### config.mk
export PLATFORM = sky130hd
export DESIGN_NAME = hsl_to_rgb_converter
export DESIGN_NICKNAME = d
export VERILOG_FILES = /design/src/hdl/hsl2rgb_pkg.sv /design/src/hdl/hsl2rgb_lq.sv /design/src/hdl/hsl2rgb_ramp.sv /design/src/hdl/hsl_to_rgb_converter.sv
export VERILOG_INCLUDE_DIRS = /design/src /design/src/hdl
export SDC_FILE = /design/constraint.sdc
export NUM_CORES = 2
export LEC_CHECK = 0
export BUFFER_PORTS_ARGS = -buffer_cell sky130_fd_sc_hd__buf_2
export CAP_MARGIN = 5
export CELL_PAD_IN_SITES_DETAIL_PLACEMENT = 0
export CELL_PAD_IN_SITES_GLOBAL_PLACEMENT = 1
export CORE_MARGIN = 2
export CORE_UTILIZATION = 55
export CTS_CLUSTER_SIZE = 8
export DETAILED_ROUTE_END_ITERATION = 8
export PLACE_DENSITY = 0.87
export SLEW_MARGIN = 10
export SYNTH_ARGS = -nofsm -noshare
export SYNTH_HDL_FRONTEND = slang
export SYNTH_SLANG_ARGS = --single-unit
### constraint.sdc
create_clock -name aclk -period 17.6 [get_ports aclk]
set_clock_uncertainty 0.1 [all_clocks]
set_input_delay 2.64 -clock aclk [delete_from_list [all_inputs] [get_ports aclk]]
set_output_delay 2.64 -clock aclk [all_outputs]
set_load 0.01 [all_outputs]
### src/hdl/hsl_to_rgb_converter_macros.svh
// Assertion macros for the HSL to RGB converter.
// Included by the converter RTL files; no other dependencies.
`ifndef HSL_TO_RGB_CONVERTER_MACROS_SVH
`define HSL_TO_RGB_CONVERTER_MACROS_SVH
`ifndef SYNTHESIS
`define H2R_ASSERT(lbl, clk, rstn, prop) \
    lbl: assert property (@(posedge clk) disable iff (!rstn) prop) \
        else $error("hsl2rgb: assertion failed");
`define H2R_ASSERT_NEVER(lbl, clk, rstn, cond) \
    lbl: assert property (@(posedge clk) disable iff (!rstn) !(cond)) \
        else $error("hsl2rgb: forbidden condition seen");
`else
`define H2R_ASSERT(lbl, clk, rstn, prop)
`define H2R_ASSERT_NEVER(lbl, clk, rstn, cond)
`endif
`endif

### src/hdl/hsl2rgb_pkg.sv
// Shared constants, types and the divide-by-full-scale helper of the
// HSL to RGB converter. No dependencies.
package hsl2rgb_pkg;

    localparam int FRAC_BITS = 16;
    localparam int PROD_BITS = 2 * FRAC_BITS + 1;
    localparam int N_LANES   = 3;
    localparam int N_STAGES  = 8;

    localparam logic [FRAC_BITS-1:0] SCALE      = {FRAC_BITS{1'b1}};
    localparam logic [FRAC_BITS-1:0] HALF_SCALE = SCALE >> 1;

    typedef struct packed {
        logic [N_STAGES-1:0] en;
    } pipe_ctrl_t;

    typedef struct packed {
        logic [FRAC_BITS-1:0] hue;
        logic [FRAC_BITS-1:0] q;
        logic [FRAC_BITS-1:0] p;
        logic [FRAC_BITS-1:0] d;
        logic [FRAC_BITS-1:0] lightness;
        logic                 grey;
    } lq_res_t;

    // floor(num / SCALE) for num < SCALE * (SCALE + 2): estimate by the high
    // half, then one correction step.
    function automatic logic [FRAC_BITS:0] div_scale(input logic [PROD_BITS-1:0] num);
        logic [FRAC_BITS:0]   est;
        logic [FRAC_BITS+1:0] rem;
        est = num[PROD_BITS-1:FRAC_BITS];
        rem = {2'b00, num[FRAC_BITS-1:0]} + {1'b0, est};
        if (rem >= {2'b00, SCALE}) begin
            return est + {{FRAC_BITS{1'b0}}, 1'b1};
        end
        return est;
    endfunction

endpackage

### src/hdl/hsl2rgb_lq.sv
// Stages 0 to 4 of the converter: forms q and p from lightness and saturation.
// Depends on hsl2rgb_pkg and the assertion macro header.
`include "hsl_to_rgb_converter_macros.svh"

module hsl2rgb_lq (
    input  logic                                aclk,
    input  logic                                aresetn,
    input  hsl2rgb_pkg::pipe_ctrl_t             ctrl,
    input  logic [hsl2rgb_pkg::FRAC_BITS-1:0]   hue,
    input  logic [hsl2rgb_pkg::FRAC_BITS-1:0]   saturation,
    input  logic [hsl2rgb_pkg::FRAC_BITS-1:0]   lightness,
    output hsl2rgb_pkg::lq_res_t                res
);
    localparam int FB = hsl2rgb_pkg::FRAC_BITS;
    localparam int PB = hsl2rgb_pkg::PROD_BITS;
    localparam logic [FB-1:0] SCALE = hsl2rgb_pkg::SCALE;

    // stage 0
    logic [FB:0]     m0_reg, m0_next;
    logic [2*FB-1:0] add0_reg, add0_next;
    logic [FB-1:0]   l0_reg, h0_reg;
    logic            grey0_reg;
    // stage 1
    logic [PB-1:0]   prod1_reg, prod1_next;
    logic [2*FB-1:0] add1_reg;
    logic [FB-1:0]   l1_reg, h1_reg;
    logic            grey1_reg;
    // stage 2
    logic [PB-1:0]   x2_reg, x2_next;
    logic [FB-1:0]   l2_reg, h2_reg;
    logic            grey2_reg;
    // stage 3
    logic [FB-1:0]   q3_reg, q3_next;
    logic [FB-1:0]   l3_reg, h3_reg;
    logic            grey3_reg;
    // stage 4
    logic [FB-1:0]   q4_reg, q4_next, p4_reg, p4_next, d4_reg, d4_next, l4_reg;
    logic            grey4_reg;

    logic            low_half;
    logic [FB:0]     q3_full;
    logic [FB:0]     two_l;
    logic [FB-1:0]   qc;
    logic [FB:0]     p_wide;

    always_comb begin
        // q2 = l * m + add; below half lightness add is zero
        low_half = ({1'b0, lightness} << 1) < {1'b0, SCALE};
        if (low_half) begin
            m0_next   = {1'b0, SCALE} + {1'b0, saturation};
            add0_next = '0;
        end else begin
            m0_next   = {1'b0, SCALE} - {1'b0, saturation};
            add0_next = {saturation, {FB{1'b0}}} - {{FB{1'b0}}, saturation};
        end

        prod1_next = {{(PB-FB){1'b0}}, l0_reg} * {{(PB-FB-1){1'b0}}, m0_reg};
        x2_next    = prod1_reg + {1'b0, add1_reg}
                   + {{(PB-FB){1'b0}}, hsl2rgb_pkg::HALF_SCALE};

        q3_full = hsl2rgb_pkg::div_scale(x2_reg);
        q3_next = (q3_full > {1'b0, SCALE}) ? SCALE : q3_full[FB-1:0];

        qc     = (q3_reg < l3_reg) ? l3_reg : q3_reg;
        two_l  = {l3_reg, 1'b0};
        p_wide = (two_l >= {1'b0, qc}) ? (two_l - {1'b0, qc}) : '0;
        p4_next = (p_wide > {1'b0, qc}) ? qc : p_wide[FB-1:0];
        q4_next = qc;
        d4_next = qc - p4_next;
    end

    always_ff @(posedge aclk) begin
        if (ctrl.en[0]) begin
            m0_reg    <= m0_next;
            add0_reg  <= add0_next;
            l0_reg    <= lightness;
            h0_reg    <= hue;
            grey0_reg <= (saturation == '0);
        end
        if (ctrl.en[1]) begin
            prod1_reg <= prod1_next;
            add1_reg  <= add0_reg;
            l1_reg    <= l0_reg;
            h1_reg    <= h0_reg;
            grey1_reg <= grey0_reg;
        end
        if (ctrl.en[2]) begin
            x2_reg    <= x2_next;
            l2_reg    <= l1_reg;
            h2_reg    <= h1_reg;
            grey2_reg <= grey1_reg;
        end
        if (ctrl.en[3]) begin
            q3_reg    <= q3_next;
            l3_reg    <= l2_reg;
            h3_reg    <= h2_reg;
            grey3_reg <= grey2_reg;
        end
        if (ctrl.en[4]) begin
            q4_reg    <= q4_next;
            p4_reg    <= p4_next;
            d4_reg    <= d4_next;
            l4_reg    <= l3_reg;
            grey4_reg <= grey3_reg;
        end
    end

    assign res.hue       = h3_reg;
    assign res.q         = q4_reg;
    assign res.p         = p4_reg;
    assign res.d         = d4_reg;
    assign res.lightness = l4_reg;
    assign res.grey      = grey4_reg;

    `H2R_ASSERT(a_lq_p_le_q, aclk, aresetn, $rose(ctrl.en[4]) |=> (p4_reg <= q4_reg))
    `H2R_ASSERT(a_lq_d_span, aclk, aresetn, ##1 $past(ctrl.en[4]) |-> (d4_reg + p4_reg == q4_reg))

endmodule

### src/hdl/hsl2rgb_ramp.sv
// Stages 4 to 7 of the converter: hue offset and wrap, ramp scaling per channel,
// output selection. Depends on hsl2rgb_pkg and the assertion macro header.
`include "hsl_to_rgb_converter_macros.svh"

module hsl2rgb_ramp (
    input  logic                                          aclk,
    input  logic                                          aresetn,
    input  hsl2rgb_pkg::pipe_ctrl_t                       ctrl,
    input  hsl2rgb_pkg::lq_res_t                          lq,
    output logic [hsl2rgb_pkg::N_LANES-1:0][hsl2rgb_pkg::FRAC_BITS-1:0] chan
);
    localparam int FB = hsl2rgb_pkg::FRAC_BITS;
    localparam int PB = hsl2rgb_pkg::PROD_BITS;
    localparam int NL = hsl2rgb_pkg::N_LANES;
    localparam int TW = FB + 4;
    localparam logic [FB-1:0] SCALE = hsl2rgb_pkg::SCALE;
    localparam logic signed [TW-1:0] SC_S    = TW'(SCALE);
    localparam logic signed [TW-1:0] FULL_S  = TW'(3) * SC_S;
    localparam logic signed [TW-1:0] TWO_S   = TW'(2) * SC_S;
    // red leads by a third of the circle, blue lags by a third
    localparam logic signed [TW-1:0] HUE_OFFSET [NL] = '{SC_S, '0, -SC_S};

    typedef enum logic [1:0] {SEG_RISE, SEG_FLAT, SEG_FALL, SEG_LOW} seg_t;

    seg_t            seg4_reg [NL], seg4_next [NL];
    logic [FB-1:0]   x4_reg [NL], x4_next [NL];

    logic [2*FB-1:0] prod5_reg [NL], prod5_next [NL];
    seg_t            seg5_reg [NL];
    logic [FB-1:0]   p5_reg, q5_reg, l5_reg;
    logic            grey5_reg;

    logic [FB:0]     quot6_reg [NL], quot6_next [NL];
    seg_t            seg6_reg [NL];
    logic [FB-1:0]   p6_reg, q6_reg, l6_reg;
    logic            grey6_reg;

    logic [FB-1:0]   chan_reg [NL], chan_next [NL];

    logic signed [TW-1:0] th;
    logic signed [TW-1:0] t [NL];
    logic [FB+1:0]        sum [NL];

    always_comb begin
        th = TW'({lq.hue, 1'b0}) + TW'(lq.hue);
        for (int i = 0; i < NL; i++) begin
            t[i] = th + HUE_OFFSET[i];
            if (t[i] < 0) begin
                t[i] = t[i] + FULL_S;
            end else if (t[i] > FULL_S) begin
                t[i] = t[i] - FULL_S;
            end
            x4_next[i] = '0;
            if ((t[i] <<< 1) < SC_S) begin
                seg4_next[i] = SEG_RISE;
                x4_next[i]   = FB'(t[i] <<< 1);
            end else if ((t[i] <<< 1) < FULL_S) begin
                seg4_next[i] = SEG_FLAT;
            end else if (t[i] < TWO_S) begin
                seg4_next[i] = SEG_FALL;
                x4_next[i]   = FB'((TWO_S - t[i]) <<< 1);
            end else begin
                seg4_next[i] = SEG_LOW;
            end

            prod5_next[i] = lq.d * x4_reg[i];
            quot6_next[i] = hsl2rgb_pkg::div_scale({1'b0, prod5_reg[i]}
                          + {{(PB-FB){1'b0}}, hsl2rgb_pkg::HALF_SCALE});

            sum[i] = {2'b00, p6_reg} + {1'b0, quot6_reg[i]};
            case (seg6_reg[i]) inside
                SEG_RISE, SEG_FALL:
                    chan_next[i] = (sum[i] > {2'b00, SCALE}) ? SCALE : sum[i][FB-1:0];
                SEG_FLAT: chan_next[i] = q6_reg;
                default:  chan_next[i] = p6_reg;
            endcase
            if (grey6_reg) begin
                chan_next[i] = l6_reg;
            end
        end
    end

    always_ff @(posedge aclk) begin
        if (ctrl.en[4]) begin
            seg4_reg <= seg4_next;
            x4_reg   <= x4_next;
        end
        if (ctrl.en[5]) begin
            prod5_reg <= prod5_next;
            seg5_reg  <= seg4_reg;
            p5_reg    <= lq.p;
            q5_reg    <= lq.q;
            l5_reg    <= lq.lightness;
            grey5_reg <= lq.grey;
        end
        if (ctrl.en[6]) begin
            quot6_reg <= quot6_next;
            seg6_reg  <= seg5_reg;
            p6_reg    <= p5_reg;
            q6_reg    <= q5_reg;
            l6_reg    <= l5_reg;
            grey6_reg <= grey5_reg;
        end
        if (ctrl.en[7]) begin
            chan_reg <= chan_next;
        end
    end

    always_comb begin
        for (int i = 0; i < NL; i++) begin
            chan[i] = chan_reg[i];
        end
    end

    for (genvar g = 0; g < NL; g++) begin : g_chk
        `H2R_ASSERT(a_rise_below_scale, aclk, aresetn, (seg4_reg[g] == SEG_RISE) |-> (x4_reg[g] < SCALE))
        `H2R_ASSERT(a_flat_no_slope, aclk, aresetn, (seg4_reg[g] == SEG_FLAT || seg4_reg[g] == SEG_LOW) |-> (x4_reg[g] == '0))
    end

endmodule

### src/hdl/hsl_to_rgb_converter.sv
// HSL to RGB converter: an eight-stage pipeline that takes one colour per clock
// while the master side is not stalled. A colour accepted on the slave side
// passes through stages 0 to 7 to the master side; throughput is one colour per
// cycle, with one multiplier in the q path and one in each channel ramp.
// Every stage holds its own valid bit, so a stall on the master side only stops
// the input once all eight stages are full; empty stages keep filling meanwhile.
// Depends on hsl2rgb_pkg, hsl2rgb_lq, hsl2rgb_ramp and the assertion macro header.
`include "hsl_to_rgb_converter_macros.svh"

module hsl_to_rgb_converter (
    input  logic        aclk,
    input  logic        aresetn,
    input  logic        s_tvalid,
    output logic        s_tready,
    input  logic [47:0] s_tdata,   // [15:0] hue, [31:16] saturation, [47:32] lightness
    output logic        m_tvalid,
    input  logic        m_tready,
    output logic [47:0] m_tdata    // [15:0] red, [31:16] green, [47:32] blue
);
    localparam int FB = hsl2rgb_pkg::FRAC_BITS;
    localparam int NS = hsl2rgb_pkg::N_STAGES;
    localparam int NL = hsl2rgb_pkg::N_LANES;

    logic [NS-1:0]            valid_reg, valid_next;
    logic [NS:0]              ready;
    hsl2rgb_pkg::pipe_ctrl_t  ctrl;
    hsl2rgb_pkg::lq_res_t     lq_res;
    logic [NL-1:0][FB-1:0]    chan;

    // a stage advances when it is empty or the stage after it advances
    always_comb begin
        ready[NS] = m_tready;
        for (int k = NS - 1; k >= 0; k--) begin
            ready[k] = ~valid_reg[k] | ready[k+1];
        end
        ctrl.en = ready[NS-1:0];
        valid_next[0] = ready[0] ? s_tvalid : valid_reg[0];
        for (int k = 1; k < NS; k++) begin
            valid_next[k] = ready[k] ? valid_reg[k-1] : valid_reg[k];
        end
    end

    always_ff @(posedge aclk) begin
        if (!aresetn) begin
            valid_reg <= '0;
        end else begin
            valid_reg <= valid_next;
        end
    end

    hsl2rgb_lq u_lq (
        .aclk       (aclk),
        .aresetn    (aresetn),
        .ctrl       (ctrl),
        .hue        (s_tdata[15:0]),
        .saturation (s_tdata[31:16]),
        .lightness  (s_tdata[47:32]),
        .res        (lq_res)
    );

    hsl2rgb_ramp u_ramp (
        .aclk    (aclk),
        .aresetn (aresetn),
        .ctrl    (ctrl),
        .lq      (lq_res),
        .chan    (chan)
    );

    assign s_tready = ready[0];
    assign m_tvalid = valid_reg[NS-1];
    assign m_tdata  = {chan[2], chan[1], chan[0]};

    `H2R_ASSERT(a_empty_out_takes_input, aclk, aresetn, !m_tvalid |-> s_tready)
    `H2R_ASSERT(a_full_stall_blocks, aclk, aresetn, ((&valid_reg) && !m_tready) |-> !s_tready)

endmodule

* Yosys cells after proc, flatten, opt, wreduce, memory -nomap -nowiden *
Cells that the tools add are included.

word-level totals
  input bits = 52
  output and inout port bits = 50
  register bits after elaboration = 727
  word-level logic and storage cells = 211

cells by class
  equality and inequality tests = 6
  multipliers = 4
  reductions and logical operators = 10
  multiplexer cells = 49
  bitwise operators = 16
  magnitude comparators = 27
  add/sub/neg operators = 33

operators with widths
  kind                                                                     number
  16-bit two-way mux                                                       23
  17-bit two-way mux                                                       10
  16-bit by 17-bit adder with 18-bit output                                7
  20-bit two-way mux                                                       6
  32-bit by 15-bit adder with 33-bit output, second input constant         3
  16-bit by 16-bit multiplier with 32-bit output                           3
  18-bit by 16-bit >= comparator with 1-bit output, second input constant  4
  17-bit by 1-bit adder with 17-bit output, second input constant          4
  20-bit by 19-bit adder with 20-bit output, second input constant         3
  20-bit by 19-bit > comparator with 1-bit output, second input constant   3
  20-bit by 1-bit < comparator with 1-bit output, second input constant    3
  20-bit by 17-bit < comparator with 1-bit output, second input constant   3
  20-bit by 18-bit < comparator with 1-bit output, second input constant   3
  20-bit by 19-bit < comparator with 1-bit output, second input constant   3
  20-bit by 19-bit subtractor with 20-bit output, second input constant    3
  18-bit by 16-bit > comparator with 1-bit output, second input constant   3
  2-bit by 15-bit subtractor with 15-bit output, first input constant      3
  33-bit by 15-bit adder with 33-bit output, second input constant         1
  33-bit by 32-bit adder with 33-bit output                                1
  16-bit by 17-bit multiplier with 33-bit output                           1
  32-bit by 16-bit subtractor with 32-bit output                           1
  19-bit by 17-bit adder with 20-bit output, second input constant         1
  18-bit by 16-bit adder with 19-bit output, second input constant         1
  17-bit by 16-bit adder with 18-bit output                                1
  other kinds (17)                                                         51

* Longest topological paths before layout *
  depth in word-level cells = 9
  depth in mapped cells = 44
  mapped depth without buffers = 41

* By module *
A second synthesis with hierarchy kept.

second synthesis, totals
  cell total of the unflattened synthesis = 7411
  area, all modules = 73823.3 um^2

by module, submodules not included
  module                cells an instance  area an instance (um^2)  instances
  hsl2rgb_ramp          4964               46787.4                  1
  hsl2rgb_lq            2411               26706.9                  1
  hsl_to_rgb_converter  36                 329.1                    1

* Worst setup path before layout *
OpenSTA, ideal clock, no wires.

  path type = register -> register
  from = register u_lq.l3_reg[15]
  to = register u_lq.d4_reg[15] (data pin)
  buffers on the path = 4
  path slack = 7996 ps
  required time = 17232 ps
  cell stages (with the launch flop) = 41
  arrival = 9236 ps
  cells stage by stage = edfxtp_1 > inv_1 > ha_1 > or4_1 > a21oi_1 > a2bb2oi_1 > a311oi_1 > clkbuf_1 > buf_1 > mux2i_1 > ha_1 > or3_1 > o21ai_0 > a211oi_1 > o31a_1 > o21a_1 > o21a_1 > o21a_1 > (+5 left out) > nor4_1 > o21ai_0 > a21oi_1 > clkbuf_1 > clkbuf_1 > nor2_1 > a21oi_1 > ha_1 > a21o_1 > a21o_1 > a21o_1 > a21o_1 > a211oi_1 > a221o_1 > o311ai_0 > o2111a_1 > o41ai_1 > xnor2_1

on the way
  longest elaborated chain between the ends = 7
  elaborated cells on any way between the ends = 8
  classes of those cells = 2 x add/sub; 3 x order compare; 3 x mux

RTL lines
  element                                                                                                             line               text
  from (decl)                                                                                                         hsl2rgb_lq.sv:34   logic [FB-1:0] l3_reg, h3_reg;
  from (signal assigned)                                                                                              hsl2rgb_lq.sv:95   l3_reg <= l2_reg;
  16-bit < comparator                                                                                                 hsl2rgb_lq.sv:64   qc = (q3_reg < l3_reg) ? l3_reg : q3_reg;
  16-bit two-way mux                                                                                                  hsl2rgb_lq.sv:64
  17-bit by 16-bit subtractor with 17-bit output or 17-bit by 16-bit >= comparator with 1-bit output (tied branches)  hsl2rgb_lq.sv:66   p_wide = (two_l >= {1'b0, qc}) ? (two_l - {1'b0, qc}) : '0;
  17-bit two-way mux                                                                                                  hsl2rgb_lq.sv:66
  17-bit by 16-bit > comparator with 1-bit output                                                                     hsl2rgb_lq.sv:67   p4_next = (p_wide > {1'b0, qc}) ? qc : p_wide[FB-1:0];
  16-bit two-way mux                                                                                                  hsl2rgb_lq.sv:67
  16-bit subtractor *                                                                                                 hsl2rgb_lq.sv:69   d4_next = qc - p4_next;
  net u_lq.d4_next[15]                                                                                                hsl2rgb_lq.sv:37   logic [FB-1:0] q4_reg, q4_next, p4_reg, p4_next, d4_reg, d4_next, l4_reg;
  to (signal assigned)                                                                                                hsl2rgb_lq.sv:102  d4_reg <= d4_next;
  to (decl)                                                                                                           hsl2rgb_lq.sv:37

The timed path passes the listed nets; every way through them passes the cells marked *.
A chain may end at the register's enable or synchronous reset.

* Final worst setup path *
  from = register u_lq.l3_reg[15]
  to = register u_lq.d4_reg[14] (data pin)

Same word-level chain as after synthesis.

==> run_results.csv <==
group,metric,value,unit
layout,seqCellArea,21600,µm²
clock_network,cts_sinks,721,
clock_network,clock_path_buffers,3,
clock_network,clk_pin_slew_worst_paths,0.05,ns
synthesis,synth_top_flop_cell,"edfxtp_1",
synthesis,synth_area,73800,µm²
routing,first_iter_violations,4550,
setup_path,setup.worst_path.start_class,"register",
clock_network,htree_levels,3,
outcome,outcome,"finished clean",
synthesis,ys_seq_area_share,29.2,%
run,cap_violations,0,
floorplan,dieWidth,370,µm
setup_path,cp_common_cell,"a21o_1",
floorplan,dieArea,137000,µm²
clock_network,cts_tree,"done",
layout,nFillCells,11200,
grt,grt_pass1_vias,52800,
grt,antenna_found_initial,4,
layout,layout-drive-gt1-share,4.81,%
floorplan,initial_core_util,55.4,%
synthesis,yosysWarnings,0,
layout,multiInputGateArea,47200,µm²
floorplan,core.rowCount,134,
layout,area_growth,6.80,%
synthesis,synth-edff-count,713,
setup_path,crit_required,17.98,ns
sta,slew_violations,0,
clock_network,post_cts_buffers,0,
sta,rsz0062_at_grt,"no",
synthesis,async_flop_share,0,%
setup_path,critPathKind,"register to register",
setup_path,crit_family,"compound AO/OA/AOI/OAI gates",
synthesis,ys_seq_elements,721,
setup_path,cp.arrival,10.71,ns
clock_network,cts_root_buf,"clkbuf_16",
setup_path,cp_slowest_cell,"o21ai_1",
synthesis,yosysTopAreaCell,"edfxtp_1",
placement,portBuffers,101,
synthesis,synthDistinctLibCells,104,
synthesis,yosysMostFrequentCell,"inv_1",
sta,fin_crit_sh,58.7,%
synthesis,postSynthAreaPerCell,9.92,µm²
routing,via_per_inst,5.77,
synthesis,ys_top_cells_by_count,"inv_1, nand2_1, fa_1",
sta,setup_viol,0,
synthesis,synth_nets,8936,
placement,gp_congestion,0.926,
sta,finalHoldViolations,0,
setup_path,max_stage_delay,0.62,ns
layout,largest_reg_flops,93,
setup_path,cp-end-kind,"register",
grt,overflow,0,
clock_network,cts_buffers,103,
placement,dpl.hpwl,139000,µm
synthesis,yosysTopAreaCellShare,29.0,%
sta,tightest_slew,1.04,ns
floorplan,core-area,133000,µm²
sta,final.min_clock_period,10.33,ns
floorplan,dieHeight,370,µm
clock_network,cts_resized,0,
grt,grt_max_degree,82,
grt,grt_usage,26.6,%
routing,wire_per_inst,19.5,µm
sta,relSlewSlack,30.4,%
worst_hold_path,min_path_type,"register to register",
routing,ant_nets,0,
grt,grt_pass1_wl,288000,µm
sta,fmax,96.8,MHz
sta,finalSetupTns,0,ns
setup_path,path_max_fanout,10,
synthesis,synthTopCellsByArea,"edfxtp_1, fa_1, ha_1",
floorplan,ios,102,
clock_network,hold_buffers,0,
layout,fin_nets,8929,
setup_path,worst-path-buf-inv,2,
routing,wirelength,180000,µm
routing,vias,53300,
routing,firstDrtPassIters,6,
synthesis,syn_inst,7436,
clock_network,clk_latency,0.73,ns
routing,drc_errors,0,
## logic make-up (layout without fill, tap and decap cells)
group	Yosys count	after routing	synth area share (%)
AND/OR/NAND/NOR	2339	2339	15.5
adder cells (fa/ha/maj)	1448	1448	32.3
buffers and inverters	1326	1349	6.80
AO/OA/AOI/OAI	1053	1053	9.47
flip-flops	721	721	29.2
XOR/XNOR	463	463	5.52
multiplexers	86	86	1.18
other	0	2	0
## cells in the final DEF (no fill, tap or decap), types with 103 or more instances in the layout
cell type | synthesis | layout
xor2_1 | 123 | 123
nor3_1 | 135 | 135
nand3_1 | 125 | 125
nand2_1 | 935 | 932
inv_1 | 1049 | 1044
o21ai_0 | 205 | 205
a21oi_1 | 269 | 268
edfxtp_1 | 713 | 713
nor2_1 | 305 | 305
xnor2_1 | 338 | 338
ha_1 | 689 | 689
fa_1 | 759 | 759
and2_1 | 419 | 419
clkbuf_16 | 0 | 103
## worst paths after layout
| kind | startpoint | end | slack, ns | depth (start not counted) |
|---|---|---|---|---|
| max | u_lq.l3_reg[15] | u_lq.d4_reg[14] | 7.27 | 39 |
| min | u_ramp.seg5_reg[2] | u_ramp.seg6_reg[2] | 0.29 | 0 |
| max reg2reg | u_lq.l3_reg[15] | u_lq.d4_reg[14] | 7.27 | 39 |
| min reg2reg | u_ramp.seg5_reg[2] | u_ramp.seg6_reg[2] | 0.29 | 0 |
## metrics by stage
step	cell area [µm²]	cells	utilization, %	hold slack (ns)	setup WS (ns)
finish	78800	9229	59.1	0.287	7.27
global route	78800	9229	59.1	0.303	6.53
CTS	78800	9227	59.1	0.291	7.26
detailed placement	76000	9092	57.0	0.305	7.26
global placement	76000	9092	57.0	0.300	7.43
floorplan	73800	7436	-	0.300	8.00
## worst reg2reg max path: cells and delay by family, from the launching register on
| family | cells | cell delay (ns) |
|---|---|---|
| adder cells (fa/ha/maj) | 4 | 1.45 |
| AND/OR/NAND/NOR | 8 | 1.41 |
| flip-flops | 1 | 0.48 |
| multiplexers | 1 | 0.48 |
| buffers and inverters | 2 | 0.43 |
| AO/OA/AOI/OAI | 24 | 5.73 |
## area by class of cell
type	count	area share, %
diodes	2	0.00635
clock buffers	117	3.34
clock inverters	18	0.286
inverters	1051	5.02
multi-input cells	5389	59.9
flip-flops and latches	721	27.4
well taps	1768	2.81
repair buffers	163	1.23
## metal layers
metal / track usage (%) / part of all wire [%]
met5: 0 / 0
met3: 3.82 / 6.7
met1: 37.7 / 44
met2: 42.5 / 46
met4: 7.83 / 3.0
Power is left out: the tool's default activity adds up to more than one toggle a clock period on the data nets, which glitch-free logic cannot reach.
